`config.mk`:
```
export PLATFORM = sky130hd
export DESIGN_NAME = tisr_acc
export DESIGN_NICKNAME = d
export VERILOG_FILES = /design/src/sv/tisr_pkg.sv /design/src/sv/tisr_acc.sv
export SDC_FILE = /design/constraint.sdc
export NUM_CORES = 1
export LEC_CHECK = 0
export BUFFER_PORTS_ARGS = -buffer_cell sky130_fd_sc_hd__buf_2
export CAP_MARGIN = 10
export CORE_AREA = 2 2 150 152
export CTS_CLUSTER_SIZE = 12
export DETAILED_ROUTE_END_ITERATION = 10
export DIE_AREA = 0 0 152 154
export GPL_TIMING_DRIVEN = 0
export PLACE_DENSITY = 0.69
export SETUP_SLACK_MARGIN = 0.2
export SYNTH_ARGS = -nofsm -noshare
export SYNTH_HDL_FRONTEND = slang
export SYNTH_SLANG_ARGS = --single-unit
```
`constraint.sdc`:
```
create_clock -name clk -period 3.6 [get_ports clk]
set_input_delay 0.36 -clock clk [delete_from_list [all_inputs] [get_ports clk]]
set_output_delay 0.36 -clock clk [all_outputs]
set_load 0.02 [all_outputs]
```
`src/sv/tisr_pkg.sv`:
```
// ----------------------------------------------------------------------------
// tisr_pkg
// Shared types and constants for the time indexed sample ring.
// ----------------------------------------------------------------------------
package tisr_pkg;

  localparam int unsigned DEPTH = 1024;
  localparam int unsigned AW    = $clog2(DEPTH);
  localparam int unsigned LW    = AW + 1;

  localparam logic signed [47:0] SUM_MAX = 48'sh7FFF_FFFF_FFFF;
  localparam logic signed [47:0] SUM_MIN = 48'sh8000_0000_0000;

  localparam logic [1:0] REG_WLEN = 2'd0;
  localparam logic [1:0] REG_NULL = 2'd1;

  typedef enum logic [6:0] {
    ST_IDLE  = 7'b0000001,
    ST_FILL  = 7'b0000010,
    ST_WRITE = 7'b0000100,
    ST_QSET  = 7'b0001000,
    ST_QRD   = 7'b0010000,
    ST_QACC  = 7'b0100000,
    ST_DONE  = 7'b1000000
  } state_t;

  // memory port request from sequencer
  typedef struct packed {
    logic          we;
    logic [AW-1:0] addr;
    logic [31:0]   wdata;
  } mem_req_t;

  function automatic logic [AW-1:0] wrap_add(input logic [AW-1:0] a, input logic [LW-1:0] b,
                                             input logic [LW-1:0] w);
    logic [LW:0] s;
    s = {1'b0, 1'b0, a} + {1'b0, b};
    if (s >= {1'b0, w}) s = s - {1'b0, w};
    return s[AW-1:0];
  endfunction

endpackage

```
`src/sv/tisr_acc.sv`:
```
// ----------------------------------------------------------------------------
// tisr_acc
// Shared accumulate unit: saturating sum and running positive maximum.
// ----------------------------------------------------------------------------
module tisr_acc (
  input  logic                clk,
  input  logic                clr,
  input  logic                en,
  input  logic signed [31:0]  value,
  input  logic signed [31:0]  null_code,
  input  logic [31:0]         vtime,
  output logic signed [47:0]  sum_r,
  output logic [30:0]         max_r,
  output logic                found_r,
  output logic [31:0]         mtime_r
);
  import tisr_pkg::*;

  logic signed [48:0] s;

  assign s = {sum_r[47], sum_r} + 49'(value);

  always_ff @(posedge clk) begin
    if (clr) begin
      sum_r   <= '0;
      max_r   <= '0;
      found_r <= 1'b0;
      mtime_r <= '0;
    end else if (en) begin
      if (value > null_code) begin
        if (s > 49'(SUM_MAX)) sum_r <= SUM_MAX;
        else if (s < 49'(SUM_MIN)) sum_r <= SUM_MIN;
        else sum_r <= s[47:0];
      end
      if (value > $signed({1'b0, max_r})) begin
        max_r   <= value[30:0];
        found_r <= 1'b1;
        mtime_r <= vtime;
      end
    end
  end

endmodule

```
# Word-level counts from Yosys, hierarchy flattened
# Index checks and enable logic that the tools add are counted.
# op_classes
n_addsub	1
magnitude_cmp	4
mux	2
reduce_logical	2
# ops
operator	n
$mux W48	2
$gt A32 B32 Y1	2
$add A48 B32 Y49	1
$gt A49 B48 Y1 const B	1
$lt A49 B48 Y1 const B	1
$reduce_and A2 Y1	2
# word_totals
reg_bits	112
in_bits	99
output_inout_bits	112
word_cells	13

# Logic depth before layout (Yosys ltp)
# Gate-level depths: netlist (run 1).
# depth
ltp_word	4
ltp_mapped	15
depth_no_buf	14

# Least setup slack after synthesis (run 1)
# Ideal clock, no wire load.
# synth_path
path_kind	register to register
from	register sum_r[0]
to	register sum_r[26]
setup_time_ns	0.079
arrival_time_ns	3.248
required_time_ns	3.521
setup_slack_ns	0.273
stages_incl_launch_ff	16
path_buffers	1
period_less_slack_ns	3.327
cell_sequence	dfxtp_1 -> ha_1 -> inv_1 -> fa_1 -> nand2b_1 -> a21oi_1 -> o21ai_0 -> o221ai_2 -> o31ai_1 -> o21a_1 -> o21a_1 -> a222oi_1 -> buf_4 -> inv_2 -> maj3_2 -> a211oi_2
# synth_between
elab_chain_len	4
elab_cells_between_ends	5
cone_classes	1 x add/sub; 2 x order compare; 2 x mux
# synth_rtl
element	line	source
start: declaration	tisr_acc.sv:12	output logic signed [47:0] sum_r,
start signal: assignment	tisr_acc.sv:33	else sum_r <= s[47:0];
$add A48 B32 Y49 *	tisr_acc.sv:21	assign s = {sum_r[47], sum_r} + 49'(value);
$lt A49 B48 Y1	tisr_acc.sv:32	else if (s < 49'(SUM_MIN)) sum_r <= SUM_MIN;
$mux W48	tisr_acc.sv:32	
$mux W48 *	tisr_acc.sv:31	if (s > 49'(SUM_MAX)) sum_r <= SUM_MAX;
# Mark *: on every way between the ends. The rest lies on a longest branch, timed or not.
# A chain may end at the register's enable or synchronous reset.

# Worst setup path after layout (run 1)
# layout_path
from	register sum_r[18]
to	register sum_r[25]
# The elaborated chain is that of the path after synthesis.

==> flow_summary.ini, run 1 <==
[sta]
slew_viol_final = 0
slew_headroom_pct = 47.84
worst_slew_pin_slew_ns = 0.7824
fmax_mhz = 297.8
min_period_ns = 3.358
skew_ns = 0.01297
period_share_pct = 93.28
hold_viol = 0
setup_violations = 0
rsz0062_at_grt = true

[setup_path]
r2r-start = sum_r[18]
crit_start = sum_r[18]
crit_fanout = 6
ff2ff_path_depth = 14
r2r_end = sum_r[25]
startpoint_type = flip-flop
cp.required_ns = 3.87
critPathCaptureType = flip-flop
arrival_ns = 3.63
rrSetupSlack_ns = 0.24
path_class = reg -> reg

[grt]
overflow = 0
track_usage_pct = 22.84
grt_max_degree = 22
grt_pass1_vias = 8556
grt_pass1_wl_um = 43700
antenna_found_initial = 0

[synthesis]
synth_top_family_by_area = compound AO/OA/AOI/OAI gates
synth_cells = 1078
synth_edf_count = 0
synthDistinctLibCells = 60
syn_area_mm2 = 0.008583
synth_warnings = 0
yosys-mux-area-fraction_pct = 7.347
synthAdderAreaFrac_pct = 16.81
syn_avg_cell_area_um2 = 7.962
ys_seq_area_share_pct = 26.12
async_flop_share_pct = 0
synth-compound-area-share_pct = 25.38
synth_fp_nets = 1289
yosys.area_share.simple_pct = 13.69
synthFlopType = dfxtp_1
synth_seq_cells = 112
synthXorXnorAreaFrac_pct = 4.796

[status]
status = finished clean

[routing]
vias = 8930
vias_per_cell = 5.519
ant_nets = 0
wl_um = 28140
dr.pass1.iters = 4
post_drt_wl_per_cell_um = 17.39
route.detailed.drc = 0
drt_iter0_markers = 457

[place]
port_buffers = 209
gp_congestion = 0.8893
dp_cells = 1567
place_hpwl_um = 21490

[cts]
clock-sinks = 112
cts_tree = done
cts.clk_slew.worst_paths_ns = 0.08
cts_buffer_depth = 2
cts_max_level = 3
tritoncts.num_buffers = 9
clk_latency_ns = 0.36
cts-root-buf = clkbuf_16

[die]
die_w_um = 152
die-height_um = 154
core_area_mm2 = 0.02169
start_util_pct = 39.58
placementRows = 54
io-pin-count = 211
die-area_mm2 = 0.02341

[worst_hold_path]
hold_depth = 3
holdPathEnd = mtime_r[3]
worstHoldStart = vtime[3]
hold_path_class = in -> reg

[power_and_ir_drop]
power_density_mw_per_mm2 = 476.6
leakage_nw = 5.530
vdd_drop_max_mv = 0.2618

[layout]
areaGrowthSynthToFinish_pct = 29.04
finish.utilization_pct = 51.07
fin_nets = 1544
seqCellArea_mm2 = 0.002252
multiInputGateArea_mm2 = 0.006218
antennaDiodeCount = 0
drive_above_1_share_pct = 26.91
final_common_cell = buf_2
fillers = 2097
final_cell_count_no_fill = 1618
mostFrequentLayoutCells = buf_2 (217), nor2_1 (138), a21oi_1 (117)

[flow_run]
maxCapViolCount = 0
-- cells by family (layout without fill, tap and decap cells) --
kind of cell	after synthesis	count (layout)
multiplexers	63	63
buffers and inverters	129	389
flip-flops	112	112
AO/OA/AOI/OAI	353	353
AND/OR/NAND/NOR	259	259
adder cells (fa/ha/maj)	115	115
XOR/XNOR	47	47
-- power by group --
group | internal (mW) | total (mW) | switching (mW) | leakage (nW)
combinational | 1.15 | 2.79 | 1.64 | 4.47
clock | 0.490 | 1.01 | 0.521 | 0.141
sequential | 1.37 | 1.48 | 0.111 | 0.921
total | 3.01 | 5.28 | 2.27 | 5.53
-- area by class of cell --
cell class / count / area share (%)
Multi-Input combinational cell: 837 / 56.15
Timing Repair Buffer: 245 / 12.25
Sequential cell: 112 / 20.33
Buffer: 52 / 2.926
Clock inverter: 6 / 0.5197
Tap cell: 280 / 3.163
Inverter: 76 / 2.598
Clock buffer: 10 / 2.067
-- worst max path at each step --
| stage | endpoint | slack (ns) | depth (start not counted) |
|---|---|---|---|
| after floorplan | sum_r[26] | 0.27 | 15 |
| after global placement | sum_r[33] | -0.61 | 14 |
| after detailed placement | sum_r[27] | -0.71 | 14 |
| after CTS | sum_r[39] | 0.14 | 13 |
| after global routing | sum_r[45] | -0.005 | 12 |
| final | sum_r[25] | 0.24 | 14 |
-- cell usage after synthesis, types with 5 or more instances --
cell type    n  area, µm²
o21ai_0     83      415.4
nor3_1       7      35.03
nor2b_1      5      31.28
clkbuf_1    32      120.1
and3_1       5      31.28
o21a_1       8      60.06
dfxtp_1    112       2242
a21o_1      42      315.3
nand2b_1     6      37.54
inv_1       75      281.5
nor2_1     139      521.8
buf_1        8      30.03
xnor2_1     29      254.0
buf_2       11      55.05
mux2i_1     63      630.6
ha_1       111       1389
a21oi_1    120      600.6
o211ai_1     5      37.54
nand3_1      9      45.04
nand4_1     27      168.9
a211oi_1    48      360.4
a31oi_1      7      43.79
o21bai_1     7      52.55
nand2_1     41      153.9
o31ai_1      5      37.54
xor2_1      18      157.7
-- flip-flops by register name, indices dropped and copies added (netlist names) --
name,count
sum_r,48
mtime_r,32
max_r,31
found_r,1
-- layer usage --
layer  up-vias  GRT usage, %  wire, µm  share of wire [%]
met4         0         5.162       587                2.1
li1       4399             -         -                  -
met5         -             0         0                  0
met2       278         40.67     13780                 49
met3        40         4.284      1504                5.3
met1      4213         28.62     12270                 44
-- timing repair --
action,CTS,global route
gates cloned,0,1
gates resized for setup,45,110
setup buffers,15,20
hold buffers,0,0
pin swaps,14,36
endpoints found under the setup margin,107,106
-- per-stage QoR --
step / total power, mW / setup WS, ns / cell area (µm²) / hold slack (ns) / TNS (ns)
2_1_floorplan: 3.139 / 0.2728 / 8583 / 0.5039 / 0
3_3_place_gp: 3.761 / -0.6061 / 9980 / 0.4334 / -28.10
3_5_place_dp: 3.806 / -0.7054 / 9980 / 0.4393 / -32.03
4_1_cts: 4.958 / 0.1389 / 10520 / 0.2212 / 0
5_1_grt: 5.636 / -0.004614 / 11080 / 0.2291 / -0.004614
6_report: 5.278 / 0.2420 / 11080 / 0.2324 / 0
-- critical path: stages, from the launching register on --
cell and delay [ns]:
dfxtp_4 0.36, ha_4 0.27, buf_8 0.10, nand4_1 0.11, or4_4 0.58, o221ai_4 0.22, o31ai_4 0.09, o21a_1 0.22
o21a_1 0.20, a222oi_1 0.30, buf_4 0.25, buf_6 0.13, clkbuf_16 0.15, o21ai_2 0.06, a211oi_2 0.23
No activity file was read; power rests on OpenSTA's default activity.
==> run 2: changes to the inputs <==
--- a/config.mk
+++ b/config.mk
@@ -13,6 +13,7 @@
 export DIE_AREA = 0 0 152 154
 export GPL_TIMING_DRIVEN = 0
 export PLACE_DENSITY = 0.69
+export REMOVE_ABC_BUFFERS = 1
 export SETUP_SLACK_MARGIN = 0.2
 export SYNTH_ARGS = -nofsm -noshare
 export SYNTH_HDL_FRONTEND = slang
==> flow_summary.ini, run 2 (synthesized netlist as in run 1, its figures left out) <==
[cts]
cts_tree = done
tritoncts.num_buffers = 9
cts_max_level = 3
cts.clk_slew.worst_paths_ns = 0.09
ctsHoldBuffers = 0
cts-root-buf = clkbuf_16
cts_buffer_depth = 2
clk_latency_ns = 0.37
clock-sinks = 112

[sta]
worst_slew_pin_slew_ns = 0.8189
min_period_ns = 3.336
hold_viol = 0
skew_ns = 0.01306
slew_headroom_pct = 44.91
period_share_pct = 92.67
slew_viol_final = 0
setup_ws_ns = 0.2637
setup_violations = 0
fmax_mhz = 299.7
rsz0062_at_grt = true

[flow_run]
maxCapViolCount = 0

[grt]
grt_pass1_vias = 7966
grt_pass1_wl_um = 39990
track_usage_pct = 20.45
overflow = 0
antenna_found_initial = 0
grt_max_degree = 67

[status]
status = finished clean

[setup_path]
cp.required_ns = 3.89
arrival_ns = 3.63
crit_fanout = 4
rrSetupSlack_ns = 0.26
critPathCaptureType = flip-flop
startpoint_type = flip-flop
path_class = reg -> reg

[layout]
fin_nets = 1531
regMostFlops = sum_r
mostFrequentLayoutCells = buf_2 (208), nor2_1 (137), a21oi_1 (116)
fillers = 2031
top_regs = sum_r: 48 flops, mtime_r: 32 flops, max_r: 31 flops
antennaDiodeCount = 0
final_common_cell = buf_2
final_cell_count_no_fill = 1605
largest_register_ffs = 48
areaGrowthSynthToFinish_pct = 33.29
drive_above_1_share_pct = 30.57

[routing]
vias = 8766
vias_per_cell = 5.462
dr.pass1.iters = 6
post_drt_wl_per_cell_um = 16.15
ant_nets = 0
wl_um = 25920
route.detailed.drc = 0
drt_iter0_markers = 510

[power_and_ir_drop]
leakage_nw = 5.591
power_density_mw_per_mm2 = 480.5
vdd_drop_max_mv = 0.3127
power_mw = 5.497

[die]
io-pin-count = 211
die_w_um = 152
die-area_mm2 = 0.02341
die-height_um = 154
core_area_mm2 = 0.02169
placementRows = 54
start_util_pct = 39.58

[place]
gp_congestion = 0.9097
place_hpwl_um = 18730
dp_cells = 1531
port_buffers = 210
place_ws_ns = -0.5530

[worst_hold_path]
hold_path_class = in -> reg
run 2: changes by cell type in the layout (fill, tap and decap cells not counted), moves of 9 or more:
| cell | before | now |
|---|---|---|
| o21ai_2 | 6 | 16 |
| clkbuf_1 | 19 | 0 |
| ha_4 | 12 | 24 |
| buf_4 | 36 | 54 |
| ha_1 | 99 | 84 |
| o21ai_0 | 71 | 57 |
| buf_2 | 217 | 208 |
run 2: final cells by class:
cell class	instances	area [µm²]	area share [%]
sequential	112	2260	19.75
inverter	76	287.8	2.515
tap	280	350.3	3.062
timing repair buffer	284	1783	15.58
clock inverter	6	57.56	0.5031
clock buffer	10	239.0	2.089
multi-input combinational	837	6464	56.50
run 2: routing by layer:
metal	track usage (%)	wire [µm]	vias to the layer above
li1	-	-	4385
met1	26.59	11720	4062
met2	34.38	12250	284
met3	4.087	1448	35
met4	5.964	496	0
met5	0	0	-
run 2: worst max-delay path: stages (launching register included):
cell,delay [ns]
dfxtp_4,0.37
ha_4,0.14
inv_2,0.04
fa_2,0.36
nand2b_4,0.17
a21oi_4,0.17
o21ai_2,0.07
o221ai_2,0.17
buf_4,0.17
o31ai_4,0.08
o21a_1,0.21
o21a_1,0.21
a222oi_1,0.24
buf_4,0.18
buf_6,0.12
inv_4,0.04
a2111o_1,0.36
a31oi_1,0.16
run 2: final timing paths:
check | startpoint | to | cells past startpoint
max | sum_r[0] | sum_r[45] | 17
min | vtime[9] | mtime_r[9] | 3
max reg2reg | sum_r[0] | sum_r[45] | 17
min reg2reg | found_r | found_r | 2
run 2: what timing repair did:
action	CTS	global route
cloned	0	2
buffers inserted	26	30
resized for setup	46	127
endpoints found under the setup margin	111	48
pin swaps	13	65
hold endpoints to repair	0	0
run 2: power by group:
group          internal [mW]  leakage [nW]  switching (mW)
Clock                  0.508         0.147           0.533
Sequential              1.37         0.923           0.120
Combinational           1.29          4.52            1.67
Total                   3.17          5.59            2.32
run 2: per-stage QoR:
step | utilization [%] | TNS, ns | hold WS (ns) | area [µm²]
after floorplan | - | -184.64 | 0.4246 | 8366
after global placement | 45.03 | -426.50 | 0.4341 | 9767
after detailed placement | 46.08 | -39.45 | 0.4397 | 9993
after CTS | 49.34 | 0 | 0.2119 | 10700
after global routing | 52.75 | 0 | 0.2305 | 11440
final | 52.75 | 0 | 0.2157 | 11440
==> run 3: changes to the inputs <==
==> constraint.sdc (replaced) <==
create_clock -name clk -period 4.1 [get_ports clk]
set_input_delay 0.41 -clock clk [delete_from_list [all_inputs] [get_ports clk]]
set_output_delay 0.41 -clock clk [all_outputs]
set_load 0.02 [all_outputs]
==> flow_summary.ini, run 3 (synthesized netlist as in run 1, its figures left out) <==
[die]
io-pin-count = 211
die_w_um = 152
placementRows = 54
die-height_um = 154
core_area_mm2 = 0.02169
start_util_pct = 39.58
die-area_mm2 = 0.02341

[sta]
skew_ns = 0.01193
min_period_ns = 3.673
setup_violations = 0
slew_viol_final = 0
period_share_pct = 89.59
slew_headroom_pct = 32.57
rsz0062_at_grt = false
worst_slew_pin_slew_ns = 1.012
hold_viol = 0
holdWs_ns = 0.2682
fmax_mhz = 272.2

[layout]
final_common_cell = buf_2
regMostFlops = sum_r
drive_above_1_share_pct = 21.25
largest_register_ffs = 48
areaGrowthSynthToFinish_pct = 21.59
fin_nets = 1481
design_area_mm2 = 0.01044
mostFrequentLayoutCells = buf_2 (210), nor2_1 (138), a21oi_1 (119)
top_regs = sum_r: 48 flops, mtime_r: 32 flops, max_r: 31 flops

[routing]
drt_iter0_markers = 439
wl_um = 24100
ant_nets = 0
vias_per_cell = 5.387
vias = 8382
post_drt_wl_per_cell_um = 15.49
dr.pass1.iters = 5
route.detailed.drc = 0

[cts]
cts.clk_slew.worst_paths_ns = 0.09
cts_max_level = 3
clk_latency_ns = 0.37
cts-root-buf = clkbuf_16
clock-sinks = 112
cts_buffer_depth = 2
tritoncts.num_buffers = 9
cts_tree = done

[setup_path]
critPathCaptureType = flip-flop
path_class = reg -> reg
startpoint_type = flip-flop
r2r-start = sum_r[0]
cp.required_ns = 4.38
arrival_ns = 3.95
r2r_end = sum_r[46]
crit_fanout = 3
rrSetupSlack_ns = 0.43
ff2ff_path_depth = 14

[worst_hold_path]
holdPathEnd = mtime_r[9]
hold_depth = 3
worstHoldStart = vtime[9]
hold_path_class = in -> reg

[grt]
grt_pass1_wl_um = 38930
antenna_found_initial = 0
grt_max_degree = 67
track_usage_pct = 19.87
grt_pass1_vias = 7747
overflow = 0

[power_and_ir_drop]
internal_power_mw = 2.486
switching_power_mw = 1.825
netSwitchingFraction_pct = 42.33
vdd_drop_max_mv = 0.2443
power_density_mw_per_mm2 = 413.0
pwr-share-comb_pct = 49.0
leakage_nw = 5.282
seqPwrFrac_pct = 29.9
clkPwrFrac_pct = 21.2

[status]
status = finished clean

[flow_run]
maxCapViolCount = 0

[place]
dpl-instance-area_mm2 = 0.009993
gp_congestion = 0.9097
port_buffers = 210
place_hpwl_um = 18730
==> run 3: changes by cell type in the layout (fill, tap and decap cells not counted), sizes merged <==
cell    before  now
buf        283  231
diode        0    1
clkbuf      11   13
==> run 3: power by group through the flow <==
stage          clock, mW  sequential (mW)  combinational, mW
6_report           0.912             1.29               2.11
5_1_grt            0.969             1.30               2.35
4_1_cts            0.935             1.29               2.03
3_5_place_dp           0             1.31               2.01
3_3_place_gp           0             1.31               1.95
2_1_floorplan          0             1.44               1.28
==> run 3: worst max-delay path, cell delays in order (launching register included) <==
cell      delay (ns)
dfxtp_1         0.36
ha_1            0.19
inv_1           0.06
fa_1            0.39
nand2b_1        0.21
a21oi_2         0.21
nor2_1          0.09
o211ai_1        0.31
a21boi_1        0.22
o41ai_2         0.44
a41o_1          0.34
a41oi_1         0.19
xnor2_1         0.22
a21oi_1         0.09
a211oi_1        0.28
==> run 3: layout make-up <==
type                    count  area (µm²)
diodes                      1       2.502
multi-input cells         837        5902
well taps                 280       350.3
clock buffers              10       239.0
fillers                  2159       11250
repair buffers            234        1358
clock inverters             6       57.56
inverters                  76       285.3
flip-flops and latches    112        2242
==> run 3: metrics by stage <==
stage	setup TNS, ns	util [%]	setup slack, ns	total power [mW]	std cells
after global routing	0	48.11	0.1705	4.620	1555
after CTS	0	47.60	0.2200	4.253	1549
after floorplan	-128.64	-	-1.622	2.720	1025
after detailed placement	-2.000	46.08	-0.1030	3.318	1531
final	0	48.12	0.4269	4.310	1556
after global placement	-376.10	45.03	-3.937	3.256	1515
==> run 3: repair_timing <==
| action | CTS | global route |
|---|---|---|
| cloned | 0 | 0 |
| resized for setup | 2 | 12 |
| buffers inserted | 2 | 6 |
| pin swaps | 1 | 5 |
| endpoints found under the setup margin | 19 | 44 |
| hold buffers | 0 | 0 |
==> run 3: worst max-delay path by stage <==
stage	cells after the start	endpoint	start	slack, ns
3_3_place_gp	12	sum_r[29]	value[17]	-3.94
3_5_place_dp	15	sum_r[15]	value[31]	-0.10
2_1_floorplan	11	sum_r[10]	sum_r[17]	-1.62
6_report	14	sum_r[46]	sum_r[0]	0.43
5_1_grt	16	sum_r[33]	sum_r[0]	0.17
4_1_cts	14	sum_r[15]	sum_r[27]	0.22
==> run 3: metal layers <==
layer / wire, µm / vias up / global-route usage (%)
met5: 0 / - / 0
met4: 520 / 0 / 6.943
met3: 1181 / 27 / 3.044
met2: 11070 / 210 / 33.12
met1: 11320 / 3866 / 26.21
li1: - / 4279 / -
